<file path="src/rtl/core/assert_macros.svh">
// ----------------------------------------------------------------------------
// assert_macros
// Assertion helpers shared by the RTL modules.
// Both macros sample on clk and are disabled while rst_n is low.
// ----------------------------------------------------------------------------
`ifndef ASSERT_MACROS_SVH
`define ASSERT_MACROS_SVH

// Condition must hold at every clock edge.
`define ASSERT_ALWAYS(label, expr, msg) \
    label: assert property (@(posedge clk) disable iff (!rst_n) (expr)) else $error(msg);

// Consequent must hold in the cycle after the antecedent.
`define ASSERT_NEXT(label, ante, cons, msg) \
    label: assert property (@(posedge clk) disable iff (!rst_n) (ante) |=> (cons)) \
        else $error(msg);

`endif

</file>
<file path="src/rtl/core/fprx_pkg.sv">
`timescale 1ns / 1ps
`default_nettype none
// ----------------------------------------------------------------------------
// fprx_pkg
// Shared types and constants of the framed packet receiver.
// ----------------------------------------------------------------------------
package fprx_pkg;

    localparam int STORE_DEPTH_DEF = 32;
    localparam int CMD_QUEUE_DEPTH = 2;
    localparam int STATUS_W        = 3;
    localparam int CFG_IDX_W       = 3;
    localparam int CFG_DATA_W      = 8;

    localparam logic [7:0] START_BYTE_RST = 8'h00;
    localparam logic [7:0] END_BYTE_RST   = 8'h00;
    localparam logic [7:0] OWN_ADDR_RST   = 8'h00;
    localparam logic [7:0] BCAST_ADDR_RST = 8'hFF;
    localparam logic       CHECK_MODE_RST = 1'b0;
    localparam logic [7:0] IDLE_LIMIT_RST = 8'hFF;

    typedef enum logic [STATUS_W-1:0] {
        ST_OK      = 3'd0,
        ST_CHECK   = 3'd1,
        ST_OVERRUN = 3'd2,
        ST_ADDRESS = 3'd3,
        ST_TIMEOUT = 3'd4
    } status_t;

    typedef enum logic [CFG_IDX_W-1:0] {
        REG_START_BYTE = 3'd0,
        REG_END_BYTE   = 3'd1,
        REG_OWN_ADDR   = 3'd2,
        REG_BCAST_ADDR = 3'd3,
        REG_CHECK_MODE = 3'd4,
        REG_IDLE_LIMIT = 3'd5
    } reg_index_t;

    // check_mode codes
    localparam logic CHECK_SUM = 1'b0;
    localparam logic CHECK_XOR = 1'b1;

    // func codes of an input request
    localparam logic FUNC_BYTE = 1'b0;
    localparam logic FUNC_IDLE = 1'b1;

    typedef struct packed {
        logic [7:0] start_byte;
        logic [7:0] end_byte;
        logic [7:0] own_address;
        logic [7:0] bcast_address;
        logic       check_mode;
        logic [7:0] idle_limit;
    } cfg_t;

endpackage
`default_nettype wire

</file>
<file path="src/rtl/core/fprx_in_if.sv">
`timescale 1ns / 1ps
`default_nettype none
// ----------------------------------------------------------------------------
// fprx_in_if
// Input channel: one received byte or idle tick per request.
// ----------------------------------------------------------------------------
interface fprx_in_if;
    logic       valid;
    logic       ready;
    logic       func;
    logic [7:0] rx_byte;

    modport source (output valid, output func, output rx_byte, input ready);
    modport sink (input valid, input func, input rx_byte, output ready);
endinterface
`default_nettype wire

</file>
<file path="src/rtl/core/fprx_out_if.sv">
`timescale 1ns / 1ps
`default_nettype none
// ----------------------------------------------------------------------------
// fprx_out_if
// Result channel: status and payload bytes of received frames.
// ----------------------------------------------------------------------------
interface fprx_out_if;
    logic       valid;
    logic       ready;
    logic [2:0] status;
    logic [7:0] payload_byte;
    logic       byte_valid;
    logic       last;

    modport source (output valid, output status, output payload_byte,
                    output byte_valid, output last, input ready);
    modport sink (input valid, input status, input payload_byte,
                  input byte_valid, input last, output ready);
endinterface
`default_nettype wire

</file>
<file path="src/rtl/core/framed_packet_receiver_unit.sv">
`timescale 1ns / 1ps
`default_nettype none
// A status result goes through the command queue, then the registered result channel.
// A good frame's payload is read out byte by byte, each through states B_READ and B_EMIT.
// Throughput: one request per cycle; input stalls from the push of a readout command
// until its payload readout ends, and on a full queue.
// Reset: configuration returns to its defaults and the receiver waits for a start byte;
// the frame store is not cleared.
// ----------------------------------------------------------------------------
// framed_packet_receiver_unit
// Start/end byte deframer with address filter and sum/XOR check byte.
// ----------------------------------------------------------------------------
module framed_packet_receiver_unit #(
    parameter int STORE_DEPTH = fprx_pkg::STORE_DEPTH_DEF
) (
    input  wire logic                          clk,
    input  wire logic                          rst_n,
    input  wire logic                          cfg_we,
    input  wire logic [fprx_pkg::CFG_IDX_W-1:0]  cfg_index,
    input  wire logic [fprx_pkg::CFG_DATA_W-1:0] cfg_wdata,
    fprx_in_if.sink                            in_ch,
    fprx_out_if.source                         out_ch
);
    import fprx_pkg::*;

    localparam int AW    = $clog2(STORE_DEPTH);
    localparam int CMD_W = 1 + STATUS_W + AW;

    cfg_t             cfg_reg, cfg_next;
    logic             push;
    logic [CMD_W-1:0] push_cmd;
    logic             q_full;
    logic             q_valid;
    logic [CMD_W-1:0] q_cmd;
    logic             pop;
    logic             readout_done;
    logic             st_we;
    logic [AW-1:0]    st_addr;
    logic [7:0]       st_wdata;

    // decode configuration writes
    always_comb
    begin
        cfg_next = cfg_reg;
        if (cfg_we)
        begin
            case (reg_index_t'(cfg_index))
                REG_START_BYTE: cfg_next.start_byte    = cfg_wdata;
                REG_END_BYTE:   cfg_next.end_byte      = cfg_wdata;
                REG_OWN_ADDR:   cfg_next.own_address   = cfg_wdata;
                REG_BCAST_ADDR: cfg_next.bcast_address = cfg_wdata;
                REG_CHECK_MODE: cfg_next.check_mode    = cfg_wdata[0];
                REG_IDLE_LIMIT: cfg_next.idle_limit    = cfg_wdata;
                default:        cfg_next = cfg_reg;
            endcase
        end
    end

    always_ff @(posedge clk or negedge rst_n)
    begin
        if (!rst_n)
        begin
            cfg_reg.start_byte    <= START_BYTE_RST;
            cfg_reg.end_byte      <= END_BYTE_RST;
            cfg_reg.own_address   <= OWN_ADDR_RST;
            cfg_reg.bcast_address <= BCAST_ADDR_RST;
            cfg_reg.check_mode    <= CHECK_MODE_RST;
            cfg_reg.idle_limit    <= IDLE_LIMIT_RST;
        end
        else
        begin
            cfg_reg <= cfg_next;
        end
    end

    fprx_front #(
        .STORE_DEPTH (STORE_DEPTH)
    ) u_front (
        .clk          (clk),
        .rst_n        (rst_n),
        .cfg          (cfg_reg),
        .in_ch        (in_ch),
        .push         (push),
        .push_cmd     (push_cmd),
        .q_full       (q_full),
        .readout_done (readout_done),
        .st_we        (st_we),
        .st_addr      (st_addr),
        .st_wdata     (st_wdata)
    );

    fprx_queue #(
        .DATA_W (CMD_W),
        .DEPTH  (CMD_QUEUE_DEPTH)
    ) u_queue (
        .clk        (clk),
        .rst_n      (rst_n),
        .push       (push),
        .push_data  (push_cmd),
        .full       (q_full),
        .pop        (pop),
        .data_valid (q_valid),
        .pop_data   (q_cmd)
    );

    fprx_back #(
        .STORE_DEPTH (STORE_DEPTH)
    ) u_back (
        .clk          (clk),
        .rst_n        (rst_n),
        .st_we        (st_we),
        .st_addr      (st_addr),
        .st_wdata     (st_wdata),
        .q_valid      (q_valid),
        .q_cmd        (q_cmd),
        .pop          (pop),
        .readout_done (readout_done),
        .out_ch       (out_ch)
    );
endmodule
`default_nettype wire

</file>
<file path="src/rtl/core/fprx_queue.sv">
`timescale 1ns / 1ps
`default_nettype none
// ----------------------------------------------------------------------------
// fprx_queue
// Small command FIFO between the frame front end and the result back end.
// ----------------------------------------------------------------------------
module fprx_queue #(
    parameter int DATA_W = 8,
    parameter int DEPTH  = fprx_pkg::CMD_QUEUE_DEPTH
) (
    input  wire logic              clk,
    input  wire logic              rst_n,
    input  wire logic              push,
    input  wire logic [DATA_W-1:0] push_data,
    output logic                   full,
    input  wire logic              pop,
    output logic                   data_valid,
    output logic [DATA_W-1:0]      pop_data
);
    localparam int QW = (DEPTH > 1) ? $clog2(DEPTH) : 1;

    logic [DATA_W-1:0] entry_reg [DEPTH];
    logic [QW-1:0]     wr_ptr_reg, wr_ptr_next;
    logic [QW-1:0]     rd_ptr_reg, rd_ptr_next;
    logic [QW:0]       count_reg, count_next;

    assign full       = (count_reg == (QW + 1)'(DEPTH));
    assign data_valid = (count_reg != '0);
    assign pop_data   = entry_reg[rd_ptr_reg];

    // advance pointers and fill count
    always_comb
    begin
        wr_ptr_next = wr_ptr_reg;
        rd_ptr_next = rd_ptr_reg;
        count_next  = count_reg;
        if (push)
        begin
            wr_ptr_next = (wr_ptr_reg == QW'(DEPTH - 1)) ? '0 : wr_ptr_reg + 1'b1;
        end
        if (pop)
        begin
            rd_ptr_next = (rd_ptr_reg == QW'(DEPTH - 1)) ? '0 : rd_ptr_reg + 1'b1;
        end
        if (push && !pop)
        begin
            count_next = count_reg + 1'b1;
        end
        else if (pop && !push)
        begin
            count_next = count_reg - 1'b1;
        end
    end

    always_ff @(posedge clk or negedge rst_n)
    begin
        if (!rst_n)
        begin
            wr_ptr_reg <= '0;
            rd_ptr_reg <= '0;
            count_reg  <= '0;
        end
        else
        begin
            wr_ptr_reg <= wr_ptr_next;
            rd_ptr_reg <= rd_ptr_next;
            count_reg  <= count_next;
        end
    end

    // store pushed commands
    always_ff @(posedge clk)
    begin
        if (push)
        begin
            entry_reg[wr_ptr_reg] <= push_data;
        end
    end
endmodule
`default_nettype wire

</file>
<file path="src/rtl/core/fprx_front.sv">
`timescale 1ns / 1ps
`default_nettype none
`include "assert_macros.svh"
// ----------------------------------------------------------------------------
// fprx_front
// Frame tracker: hunts for the start byte, stores frame bytes, keeps the
// running checksum and classifies each frame end into a command.
// ----------------------------------------------------------------------------
module fprx_front #(
    parameter int STORE_DEPTH = fprx_pkg::STORE_DEPTH_DEF,
    localparam int AW = $clog2(STORE_DEPTH),
    localparam int CMD_W = 1 + fprx_pkg::STATUS_W + AW
) (
    input  wire logic             clk,
    input  wire logic             rst_n,
    input  wire fprx_pkg::cfg_t   cfg,
    fprx_in_if.sink               in_ch,
    output logic                  push,
    output logic [CMD_W-1:0]      push_cmd,
    input  wire logic             q_full,
    input  wire logic             readout_done,
    output logic                  st_we,
    output logic [AW-1:0]         st_addr,
    output logic [7:0]            st_wdata
);
    import fprx_pkg::*;

    typedef struct packed {
        logic          readout;
        status_t       status;
        logic [AW-1:0] last_idx;
    } cmd_t;

    logic          collecting_reg, collecting_next;
    logic [AW-1:0] count_reg, count_next;
    logic [7:0]    idle_reg, idle_next;
    logic          pending_reg, pending_next;
    logic [7:0]    first_reg, first_next;
    logic [7:0]    last_reg, last_next;
    logic [7:0]    sum_reg, sum_next;
    logic [7:0]    xor_reg, xor_next;
    logic          in_fire;
    logic [7:0]    check_val;
    cmd_t          cmd;

    // hold off input while a readout owns the store or the queue is full
    assign in_ch.ready = !q_full && !pending_reg;
    assign in_fire     = in_ch.valid && in_ch.ready;
    assign push_cmd    = cmd;

    // checksum over all stored bytes except the last one
    assign check_val = (cfg.check_mode == CHECK_XOR) ? (xor_reg ^ last_reg)
                                                     : (sum_reg - last_reg);

    // frame state update
    always_comb
    begin
        collecting_next = collecting_reg;
        count_next      = count_reg;
        idle_next       = idle_reg;
        pending_next    = pending_reg && !readout_done;
        first_next      = first_reg;
        last_next       = last_reg;
        sum_next        = sum_reg;
        xor_next        = xor_reg;
        push            = 1'b0;
        cmd.readout     = 1'b0;
        cmd.status      = ST_OK;
        cmd.last_idx    = '0;
        st_we           = 1'b0;
        st_addr         = count_reg;
        st_wdata        = in_ch.rx_byte;

        if (in_fire)
        begin
            if (!collecting_reg)
            begin
                // wait for the start byte
                if (in_ch.func == FUNC_BYTE && in_ch.rx_byte == cfg.start_byte)
                begin
                    collecting_next = 1'b1;
                    count_next      = '0;
                    idle_next       = cfg.idle_limit;
                end
            end
            else if (in_ch.func == FUNC_IDLE)
            begin
                // count down idle ticks, abandon on expiry
                if (idle_reg <= 8'd1)
                begin
                    push            = 1'b1;
                    cmd.status      = ST_TIMEOUT;
                    collecting_next = 1'b0;
                    count_next      = '0;
                end
                else
                begin
                    idle_next = idle_reg - 8'd1;
                end
            end
            else
            begin
                idle_next = cfg.idle_limit;
                if (in_ch.rx_byte == cfg.end_byte)
                begin
                    // close the frame and classify it
                    collecting_next = 1'b0;
                    count_next      = '0;
                    push            = 1'b1;
                    if (count_reg < AW'(2))
                    begin
                        cmd.status = ST_CHECK;
                    end
                    else if (first_reg != cfg.own_address &&
                             first_reg != cfg.bcast_address)
                    begin
                        cmd.status = ST_ADDRESS;
                    end
                    else if (check_val != last_reg)
                    begin
                        cmd.status = ST_CHECK;
                    end
                    else if (count_reg == AW'(2))
                    begin
                        cmd.status = ST_OK;
                    end
                    else
                    begin
                        cmd.readout  = 1'b1;
                        cmd.last_idx = count_reg - AW'(2);
                        pending_next = 1'b1;
                    end
                end
                else
                begin
                    // store the byte and fold it into the checksums
                    st_we     = 1'b1;
                    last_next = in_ch.rx_byte;
                    if (count_reg == '0)
                    begin
                        first_next = in_ch.rx_byte;
                        sum_next   = in_ch.rx_byte;
                        xor_next   = in_ch.rx_byte;
                    end
                    else
                    begin
                        sum_next = sum_reg + in_ch.rx_byte;
                        xor_next = xor_reg ^ in_ch.rx_byte;
                    end
                    if (count_reg == AW'(STORE_DEPTH - 1))
                    begin
                        push            = 1'b1;
                        cmd.status      = ST_OVERRUN;
                        collecting_next = 1'b0;
                        count_next      = '0;
                    end
                    else
                    begin
                        count_next = count_reg + 1'b1;
                    end
                end
            end
        end
    end

    always_ff @(posedge clk or negedge rst_n)
    begin
        if (!rst_n)
        begin
            collecting_reg <= 1'b0;
            count_reg      <= '0;
            idle_reg       <= IDLE_LIMIT_RST;
            pending_reg    <= 1'b0;
        end
        else
        begin
            collecting_reg <= collecting_next;
            count_reg      <= count_next;
            idle_reg       <= idle_next;
            pending_reg    <= pending_next;
        end
    end

    always_ff @(posedge clk)
    begin
        first_reg <= first_next;
        last_reg  <= last_next;
        sum_reg   <= sum_next;
        xor_reg   <= xor_next;
    end

    `ASSERT_ALWAYS(a_push_on_request, push |-> in_fire, "command pushed without a request")
    `ASSERT_ALWAYS(a_no_write_in_readout, st_we |-> !pending_reg,
        "store written while a readout is pending")
endmodule
`default_nettype wire

</file>
<file path="src/rtl/core/fprx_back.sv">
`timescale 1ns / 1ps
`default_nettype none
`include "assert_macros.svh"
// ----------------------------------------------------------------------------
// fprx_back
// Result engine: owns the frame store, executes queued commands and drives
// the registered result channel.
// ----------------------------------------------------------------------------
module fprx_back #(
    parameter int STORE_DEPTH = fprx_pkg::STORE_DEPTH_DEF,
    localparam int AW = $clog2(STORE_DEPTH),
    localparam int CMD_W = 1 + fprx_pkg::STATUS_W + AW
) (
    input  wire logic             clk,
    input  wire logic             rst_n,
    input  wire logic             st_we,
    input  wire logic [AW-1:0]    st_addr,
    input  wire logic [7:0]       st_wdata,
    input  wire logic             q_valid,
    input  wire logic [CMD_W-1:0] q_cmd,
    output logic                  pop,
    output logic                  readout_done,
    fprx_out_if.source            out_ch
);
    import fprx_pkg::*;

    typedef struct packed {
        logic          readout;
        status_t       status;
        logic [AW-1:0] last_idx;
    } cmd_t;

    typedef enum logic [2:0] {
        B_IDLE = 3'b001,
        B_READ = 3'b010,
        B_EMIT = 3'b100
    } back_state_t;

    logic [7:0]          store_mem [STORE_DEPTH];
    logic [7:0]          rd_data_reg;
    back_state_t         state_reg, state_next;
    logic [AW-1:0]       rd_addr_reg, rd_addr_next;
    logic [AW-1:0]       last_idx_reg, last_idx_next;
    logic                out_valid_reg, out_valid_next;
    logic                out_load;
    logic [STATUS_W-1:0] out_status_reg, out_status_next;
    logic [7:0]          out_payload_reg, out_payload_next;
    logic                out_bvalid_reg, out_bvalid_next;
    logic                out_last_reg, out_last_next;
    logic                out_free;
    cmd_t                cmd;

    assign cmd      = cmd_t'(q_cmd);
    assign out_free = !out_valid_reg || out_ch.ready;

    assign out_ch.valid        = out_valid_reg;
    assign out_ch.status       = out_status_reg;
    assign out_ch.payload_byte = out_payload_reg;
    assign out_ch.byte_valid   = out_bvalid_reg;
    assign out_ch.last         = out_last_reg;

    // frame store: one write port, one registered read port
    always_ff @(posedge clk)
    begin
        if (st_we)
        begin
            store_mem[st_addr] <= st_wdata;
        end
        rd_data_reg <= store_mem[rd_addr_reg];
    end

    // command sequencer
    always_comb
    begin
        state_next       = state_reg;
        rd_addr_next     = rd_addr_reg;
        last_idx_next    = last_idx_reg;
        pop              = 1'b0;
        readout_done     = 1'b0;
        out_load         = 1'b0;
        out_status_next  = ST_OK;
        out_payload_next = 8'd0;
        out_bvalid_next  = 1'b0;
        out_last_next    = 1'b1;

        case (state_reg)
            B_IDLE:
            begin
                if (q_valid)
                begin
                    if (cmd.readout)
                    begin
                        pop           = 1'b1;
                        rd_addr_next  = AW'(1);
                        last_idx_next = cmd.last_idx;
                        state_next    = B_READ;
                    end
                    else if (out_free)
                    begin
                        pop             = 1'b1;
                        out_load        = 1'b1;
                        out_status_next = cmd.status;
                    end
                end
            end
            B_READ:
            begin
                state_next = B_EMIT;
            end
            B_EMIT:
            begin
                if (out_free)
                begin
                    out_load         = 1'b1;
                    out_payload_next = rd_data_reg;
                    out_bvalid_next  = 1'b1;
                    out_last_next    = (rd_addr_reg == last_idx_reg);
                    if (rd_addr_reg == last_idx_reg)
                    begin
                        readout_done = 1'b1;
                        state_next   = B_IDLE;
                    end
                    else
                    begin
                        rd_addr_next = rd_addr_reg + 1'b1;
                        state_next   = B_READ;
                    end
                end
            end
            default:
            begin
                state_next = B_IDLE;
            end
        endcase
    end

    // result register valid
    always_comb
    begin
        out_valid_next = out_valid_reg;
        if (out_load)
        begin
            out_valid_next = 1'b1;
        end
        else if (out_ch.ready)
        begin
            out_valid_next = 1'b0;
        end
    end

    always_ff @(posedge clk or negedge rst_n)
    begin
        if (!rst_n)
        begin
            state_reg     <= B_IDLE;
            rd_addr_reg   <= '0;
            last_idx_reg  <= '0;
            out_valid_reg <= 1'b0;
        end
        else
        begin
            state_reg     <= state_next;
            rd_addr_reg   <= rd_addr_next;
            last_idx_reg  <= last_idx_next;
            out_valid_reg <= out_valid_next;
        end
    end

    always_ff @(posedge clk)
    begin
        if (out_load)
        begin
            out_status_reg  <= out_status_next;
            out_payload_reg <= out_payload_next;
            out_bvalid_reg  <= out_bvalid_next;
            out_last_reg    <= out_last_next;
        end
    end

    `ASSERT_ALWAYS(a_rd_in_range, (state_reg != B_IDLE) |-> (rd_addr_reg <= last_idx_reg),
        "readout address passed the last payload byte")
    `ASSERT_NEXT(a_done_marks_last, readout_done, out_valid_reg && out_last_reg,
        "readout finished without a last payload result")
endmodule
`default_nettype wire

</file>
<file path="src/flat_wrapper.sv">
// flat-port wrapper written by rule: the top's interface ports become plain ports
module framed_packet_receiver_unit_flat import fprx_pkg::*;
#(
    parameter int STORE_DEPTH = fprx_pkg::STORE_DEPTH_DEF
)
  (clk, rst_n, cfg_we, cfg_index, cfg_wdata, in_ch_valid, in_ch_func, in_ch_rx_byte, in_ch_ready, out_ch_valid, out_ch_status, out_ch_payload_byte, out_ch_byte_valid, out_ch_last, out_ch_ready);
  fprx_in_if in_ch_i ();
  fprx_out_if out_ch_i ();
  input  wire logic clk;
  input  wire logic rst_n;
  input  wire logic cfg_we;
  input  wire logic [fprx_pkg::CFG_IDX_W-1:0] cfg_index;
  input  wire logic [fprx_pkg::CFG_DATA_W-1:0] cfg_wdata;
  input wire logic [$bits(in_ch_i.valid)-1:0] in_ch_valid;
  input wire logic [$bits(in_ch_i.func)-1:0] in_ch_func;
  input wire logic [$bits(in_ch_i.rx_byte)-1:0] in_ch_rx_byte;
  output wire logic [$bits(in_ch_i.ready)-1:0] in_ch_ready;
  output wire logic [$bits(out_ch_i.valid)-1:0] out_ch_valid;
  output wire logic [$bits(out_ch_i.status)-1:0] out_ch_status;
  output wire logic [$bits(out_ch_i.payload_byte)-1:0] out_ch_payload_byte;
  output wire logic [$bits(out_ch_i.byte_valid)-1:0] out_ch_byte_valid;
  output wire logic [$bits(out_ch_i.last)-1:0] out_ch_last;
  input wire logic [$bits(out_ch_i.ready)-1:0] out_ch_ready;
  assign in_ch_i.valid = in_ch_valid;
  assign in_ch_i.func = in_ch_func;
  assign in_ch_i.rx_byte = in_ch_rx_byte;
  assign in_ch_ready = in_ch_i.ready;
  assign out_ch_valid = out_ch_i.valid;
  assign out_ch_status = out_ch_i.status;
  assign out_ch_payload_byte = out_ch_i.payload_byte;
  assign out_ch_byte_valid = out_ch_i.byte_valid;
  assign out_ch_last = out_ch_i.last;
  assign out_ch_i.ready = out_ch_ready;
  framed_packet_receiver_unit #(.STORE_DEPTH(STORE_DEPTH)) u_core (.clk(clk), .rst_n(rst_n), .cfg_we(cfg_we), .cfg_index(cfg_index), .cfg_wdata(cfg_wdata), .in_ch(in_ch_i), .out_ch(out_ch_i));
endmodule
</file>
<file path="config.mk">
export PLATFORM = sky130hd
export DESIGN_NAME = framed_packet_receiver_unit_flat
export DESIGN_NICKNAME = d
export VERILOG_FILES = /design/src/rtl/core/fprx_pkg.sv /design/src/rtl/core/fprx_in_if.sv /design/src/rtl/core/fprx_out_if.sv /design/src/rtl/core/framed_packet_receiver_unit.sv /design/src/rtl/core/fprx_queue.sv /design/src/rtl/core/fprx_front.sv /design/src/rtl/core/fprx_back.sv /design/src/flat_wrapper.sv
export VERILOG_INCLUDE_DIRS = /design/src /design/src/rtl/core
export SDC_FILE = /design/constraint.sdc
export NUM_CORES = 1
export LEC_CHECK = 0
export BUFFER_PORTS_ARGS = -buffer_cell sky130_fd_sc_hd__buf_2
export CAP_MARGIN = 40
export CORE_MARGIN = 5
export CORE_UTILIZATION = 64
export DETAILED_ROUTE_END_ITERATION = 8
export GPL_ROUTABILITY_DRIVEN = 0
export MAX_ROUTING_LAYER = met4
export PLACE_DENSITY = 0.88
export SLEW_MARGIN = 25
export SYNTH_ARGS = -nofsm -noshare
export SYNTH_HDL_FRONTEND = slang
export SYNTH_SLANG_ARGS = --single-unit
</file>
<file path="constraint.sdc">
create_clock -name clk -period 8.86 [get_ports clk]
set_clock_uncertainty 0.15 [all_clocks]
set_input_delay 2.215 -clock clk [delete_from_list [all_inputs] [get_ports clk]]
set_output_delay 2.215 -clock clk [all_outputs]
set_load 0.01 [all_outputs]
</file>
### Word-level counts from Yosys, hierarchy flattened

Memory sizes are Yosys's and may differ from the RTL's. A register that Yosys moved wholly into a read port is not among the register bits.
Index checks and enable logic that the tools add are counted.
Widths: inputs -> output; s select.

* bits of input ports: 25
* register bits: 119
* memory bits (writable): 274
* logic and storage cells: 193
* latch bits: 0
* output and inout port bits: 15
* memories: 2
* ROM bits: 0

* multiplexer cells: 88
* equality and inequality tests: 23
* divide/modulo/power cells: 0
* reduce and logical (&&, ||, !) cells: 36
* bitwise logic cells: 7
* add/sub/neg operators: 10
* shifts and indexed selects: 0
* multipliers: 0
* magnitude comparators: 2

Memories
* u_core.u_back.store_mem: depth 32, bits a word 8, read ports 1, clocked after memory_dff 1, write ports 1, RTL line fprx_back.sv:39 `logic [7:0] store_mem [STORE_DEPTH];`
* u_core.u_queue.entry_reg: depth 2, bits a word 9, read ports 1, clocked after memory_dff 0, write ports 1, RTL line fprx_queue.sv:22 `logic [DATA_W-1:0] entry_reg [DEPTH];`

Operators with widths (number)
* $mux 5: 16
* $mux 8: 7
* $mux 1: 48
* $ne 8x8->1: 3
* $mux 3: 6
* $mux 9: 2
* $eq 8x8->1: 2
* $xor 8x8->8: 2
* $reduce_and 2->1: 7
* $mux 2: 6
* $reduce_and 3->1: 4
* $add 5x1->5 const B: 2
* $pmux 5 s2: 1
* $reduce_and 5->1: 2
* $reduce_bool 2->1: 5
* $eq 3x2->1 const B: 3
* $eq 3x3->1 const B: 3
* $pmux 3 s3: 1
* $add 8x8->8: 1
* $le 8x1->1 const B: 1
* $sub 8x1->8 const B: 1
* $sub 8x8->8: 1
* $logic_and 1x1->1: 7
* $eq 3x1->1 const B: 2
* other kinds (21): 33

### Longest topological paths before layout

* depth in word-level cells: 14
* mapped depth: 11
* gate-level depth less buffers: 11

### Hierarchy

From an unflattened synthesis, not the netlist that was laid out.

* cells, all modules: 984
* area total of the unflattened synthesis: 16997.6 um2

By module, submodules not included
* fprx_back: cells each 512, area each 11260.8 um2, instances 1
* fprx_front: cells each 337, area each 3264.4 um2, instances 1
* framed_packet_receiver_unit: cells each 91, area each 1594.0 um2, instances 1
* fprx_queue: cells each 44, area each 878.3 um2, instances 1

### Worst setup path after synthesis

Ideal clock, no wire load.

* path kind: input to register
* start: in in_ch_valid
* end: mem u_core.u_back.store_mem[12][0] (enable)
* slack: 3.382 ns
* setup time: 0.371 ns
* data arrival time: 4.957 ns
* buffers on the path: 1
* required time: 8.339 ns
* stages: 6
* cell sequence: or3b_1 -> clkbuf_1 -> or2_1 -> nor2_1 -> nand2_1 -> nor2_1

* cells in the longest elaborated chain, start to end: 4

Ends and longest elaborated chain
* start: declaration: RTL line flat_wrapper.sv:14 `input wire logic [$bits(in_ch_i.valid)-1:0] in_ch_valid;`
* $logic_and 1x1->1: RTL line fprx_front.sv:48 `assign in_fire = in_ch.valid && in_ch.ready;`
* $mux 1: RTL line fprx_front.sv:74 `if (in_fire)`
* $mux 1: RTL line fprx_back.sv:65 `if (st_we)`
* $mux 1 (not written as such): RTL line fprx_back.sv:67 `store_mem[st_addr] <= st_wdata;`
* end: declaration: RTL line fprx_back.sv:39

No other way between the ends.

### Worst setup path in the final report

* start: in in_ch_rx_byte[2]
* end: reg u_core.u_front.first_reg[1] (enable)

* cells in the longest elaborated chain, start to end: 3

Ends and longest elaborated chain
* start: declaration: RTL line flat_wrapper.sv:16 `input wire logic [$bits(in_ch_i.rx_byte)-1:0] in_ch_rx_byte;`
* $eq 8x8->1: RTL line fprx_front.sv:104 `if (in_ch.rx_byte == cfg.end_byte)`
* $not 1->1 (no source line)
* $reduce_and 5->1 (no source line)
* end signal: assignment: RTL line fprx_front.sv:186 `first_reg <= first_next;`
* end: declaration: RTL line fprx_front.sv:38 `logic [7:0] first_reg, first_next;`

No other way between the ends.
A chain may end at the register's enable or synchronous reset.

==> results.md <==
- Worst Path Class, Setup: input port to flop
- Post-route setup slack: 3.99 ns
- I/O Buffers: 39
- Achievable Freq: 205 MHz
- Initial drt markers: 1095
- Max cap viols: 0
- Number of synthesized flops with an enable pin: 318
- Drc violations: 0
- Max stage delay cell, worst path: nor2_1
- Register area: 11600 µm²
- Final std cells w/o fill: 1426
- Cells along the critical path: buf_2, buf_4, xnor2_1, nand4_1, nor2_1, nor2_2, buf_4, nand2_1, nor2_1
- Power Density: 262 nW/µm²
- NumNets Final: 1115
- Area Growth Syn to Fin: 12.0%
- Fillers: 1499
- Crit path DAT: 4.89 ns
- Setup TNS: 0 ns
- Clk sinks: 400
- Register area share after synthesis: 68.8%
- Syn avg cell area: 16.9 µm²
- Via count: 9284
- Synth Instances: 997
- TritonCTS clock tree: built
- First-pass GRT wire length: 57400 µm
- # IOs: 40
- Clock transition at the registers of the reported paths: 0.06 ns
- Initial antenna violation count: 0
- Ant. Diodes: 0
- Most used DFF post-synth: edfxtp_1
- Leakage: 6.53 nW
- Clock H-tree levels: 2
- Hold_buf cts: 0
- Startpoint type of the worst setup path: input port
- Worst skew pair latency: 0.54 ns
- Synth Cell Area: 16800 µm²
- CP Capture Type: flop
- DP Wirelength: 22800 µm
- Most frequent cells after synthesis: edfxtp_1 (318), nor2_1 (83), mux4_2 (80)
- # resized after CTS: 0
- Leading post-synthesis cells by cell area: edfxtp_1 (57%), mux4_2 (11%), dfrtp_1 (7.3%)
- Largest net degree at the start of global routing: 69
- Largest register FFs: 256
- Part of the cycle the worst path needs: 55.0%
- Core area: 26000 µm²
- Layout cells sized above 1: 21.6%
- Core Util, Final: 72.7%
- Hold Path Class: flop to flop
- Vias in the first global route: 9498
- Drt first pass iters: 5
- Synthesis warning total: 0
- Async SR Flop Fraction: 18.5%
- Root Buffer: clkbuf_16
- DR vias/cell: 6.51
- DR WL/cell: 26.1 µm
- Post-synth top area share: 56.7%
- Setup Viol. Count Final: 0
- Post-CTS setup repair buffer count: 0
- Worst hold slack: 0.351 ns
- Final WL: 37200 µm
- Slew Viols, Final: 0
- Final-report hold violation count: 0
- Status: finished, final reports clean
- Num CTS Buffers: 40
- Period minus WS final: 4.87 ns
- Peak VDD IR: 0.204 mV
- Crit-path max cell delay: 0.74 ns
- Total gr overflow: 0
- RSZ-0062 raised after global routing: no
- Crit path required time: 8.88 ns
- Std cell rows: 59
- Post-place setup slack: 3.25 ns
- Synth area leader: edfxtp_1
- Worst-margin pin slew: 0.817 ns
- Initial Util: 64.8%
- Die X: 172 µm
- Syn nets: 1050
- Number of cells after detailed placement: 1349
- Max_slew headroom: 45.2%
- Multi-input logic area: 5010 µm²
- Die area: 29700 µm²
- Seq cells post-synth: 400
- Synth unique cells: 61
- Routed Antenna Nets: 0
- CTS max path bufs: 3
- Gr usage total: 26.9%
- Die height: 172 µm
- Peak fanout along the critical path: 39
- Most frequent cell after synthesis: edfxtp_1
-- cells in the final DEF, fill, tap and decap left out, types with 23 or more instances in the layout --
cell type,n
edfxtp_1,318
nor2_1,82
mux4_2,80
dfrtp_1,47
mux2_1,42
clkbuf_16,41
nand2_1,40
buf_2,39
xor2_1,37
xnor2_1,31
a21oi_1,29
ha_1,26
dfstp_2,25
inv_1,23
-- path summary, 6_finish.rpt --
check | from | endpoint | slack (ns) | cells after the start
max in group asynchronous | rst_n | u_core.cfg_reg[12]$_DFFE_PN1P_ | 6.44 | 3
worst min-delay path | u_core.u_front.idle_reg[1]$_DFFE_PN1P_ | u_core.u_front.idle_reg[1]$_DFFE_PN1P_ | 0.35 | 2
worst max register to register | u_core.u_queue.count_reg[1]$_DFFE_PN0P_ | u_core.u_front.first_reg[1]$_DFFE_PP_ | 5.29 | 7
worst max-delay path | in_ch_rx_byte[2] | u_core.u_front.first_reg[1]$_DFFE_PP_ | 3.99 | 9
worst min register to register | u_core.u_front.idle_reg[1]$_DFFE_PN1P_ | u_core.u_front.idle_reg[1]$_DFFE_PN1P_ | 0.35 | 2
min in group asynchronous | rst_n | u_core.u_back.out_ch.valid$_DFFE_PN0P_ | 1.51 | 2
-- cell type report --
type	count	share of cell area [%]
clock buffer	50	5.67
clock inverter	21	1.27
inverter	24	0.477
multi-input combinational	539	26.6
sequential	400	61.4
tap	335	2.22
timing repair buffer	57	2.37
-- per-layer routing --
metal / routed length, µm / GRT usage (%)
met1: 14400 / 36.4
met2: 19300 / 43.6
met3: 2560 / 3.93
met4: 948 / 7.79
met5: 0 / -
-- critical path: cells and delay by family --
| family | cells | cell delay (ns) |
|---|---|---|
| xor gates and xnor gates | 1 | 0.16 |
| and+or+nand+nor | 5 | 1.62 |
| buffers and inverters | 3 | 0.82 |
-- logic make-up (layout without fill, tap and decap cells) --
logic type / after synthesis / in the layout / share of synthesized area [%]
adder cells (fa/ha/maj): 28 / 28 / 2.17
flip-flops: 400 / 400 / 68.8
XOR/XNOR: 68 / 68 / 3.53
multiplexers: 139 / 139 / 14.6
buffers and inverters: 58 / 152 / 1.51
AND/OR/NAND/NOR: 221 / 221 / 6.32
AO/OA/AOI/OAI: 83 / 83 / 3.09
-- stage by stage --
step / power, mW / instance area (µm²)
after floorplan: 2.98 / 16800
after global placement: 3.19 / 17400
after detailed placement: 3.25 / 17500
after CTS: 4.95 / 18800
after global routing: 5.12 / 18900
final: 4.94 / 18900
-- report_power, final --
group / leakage, nW / internal (mW) / switching [mW]
Combinational: 2.10 / 0.466 / 0.471
Sequential: 3.80 / 2.18 / 0.124
Clock: 0.627 / 1.00 / 0.694
No activity file was read; power rests on OpenSTA's default activity.
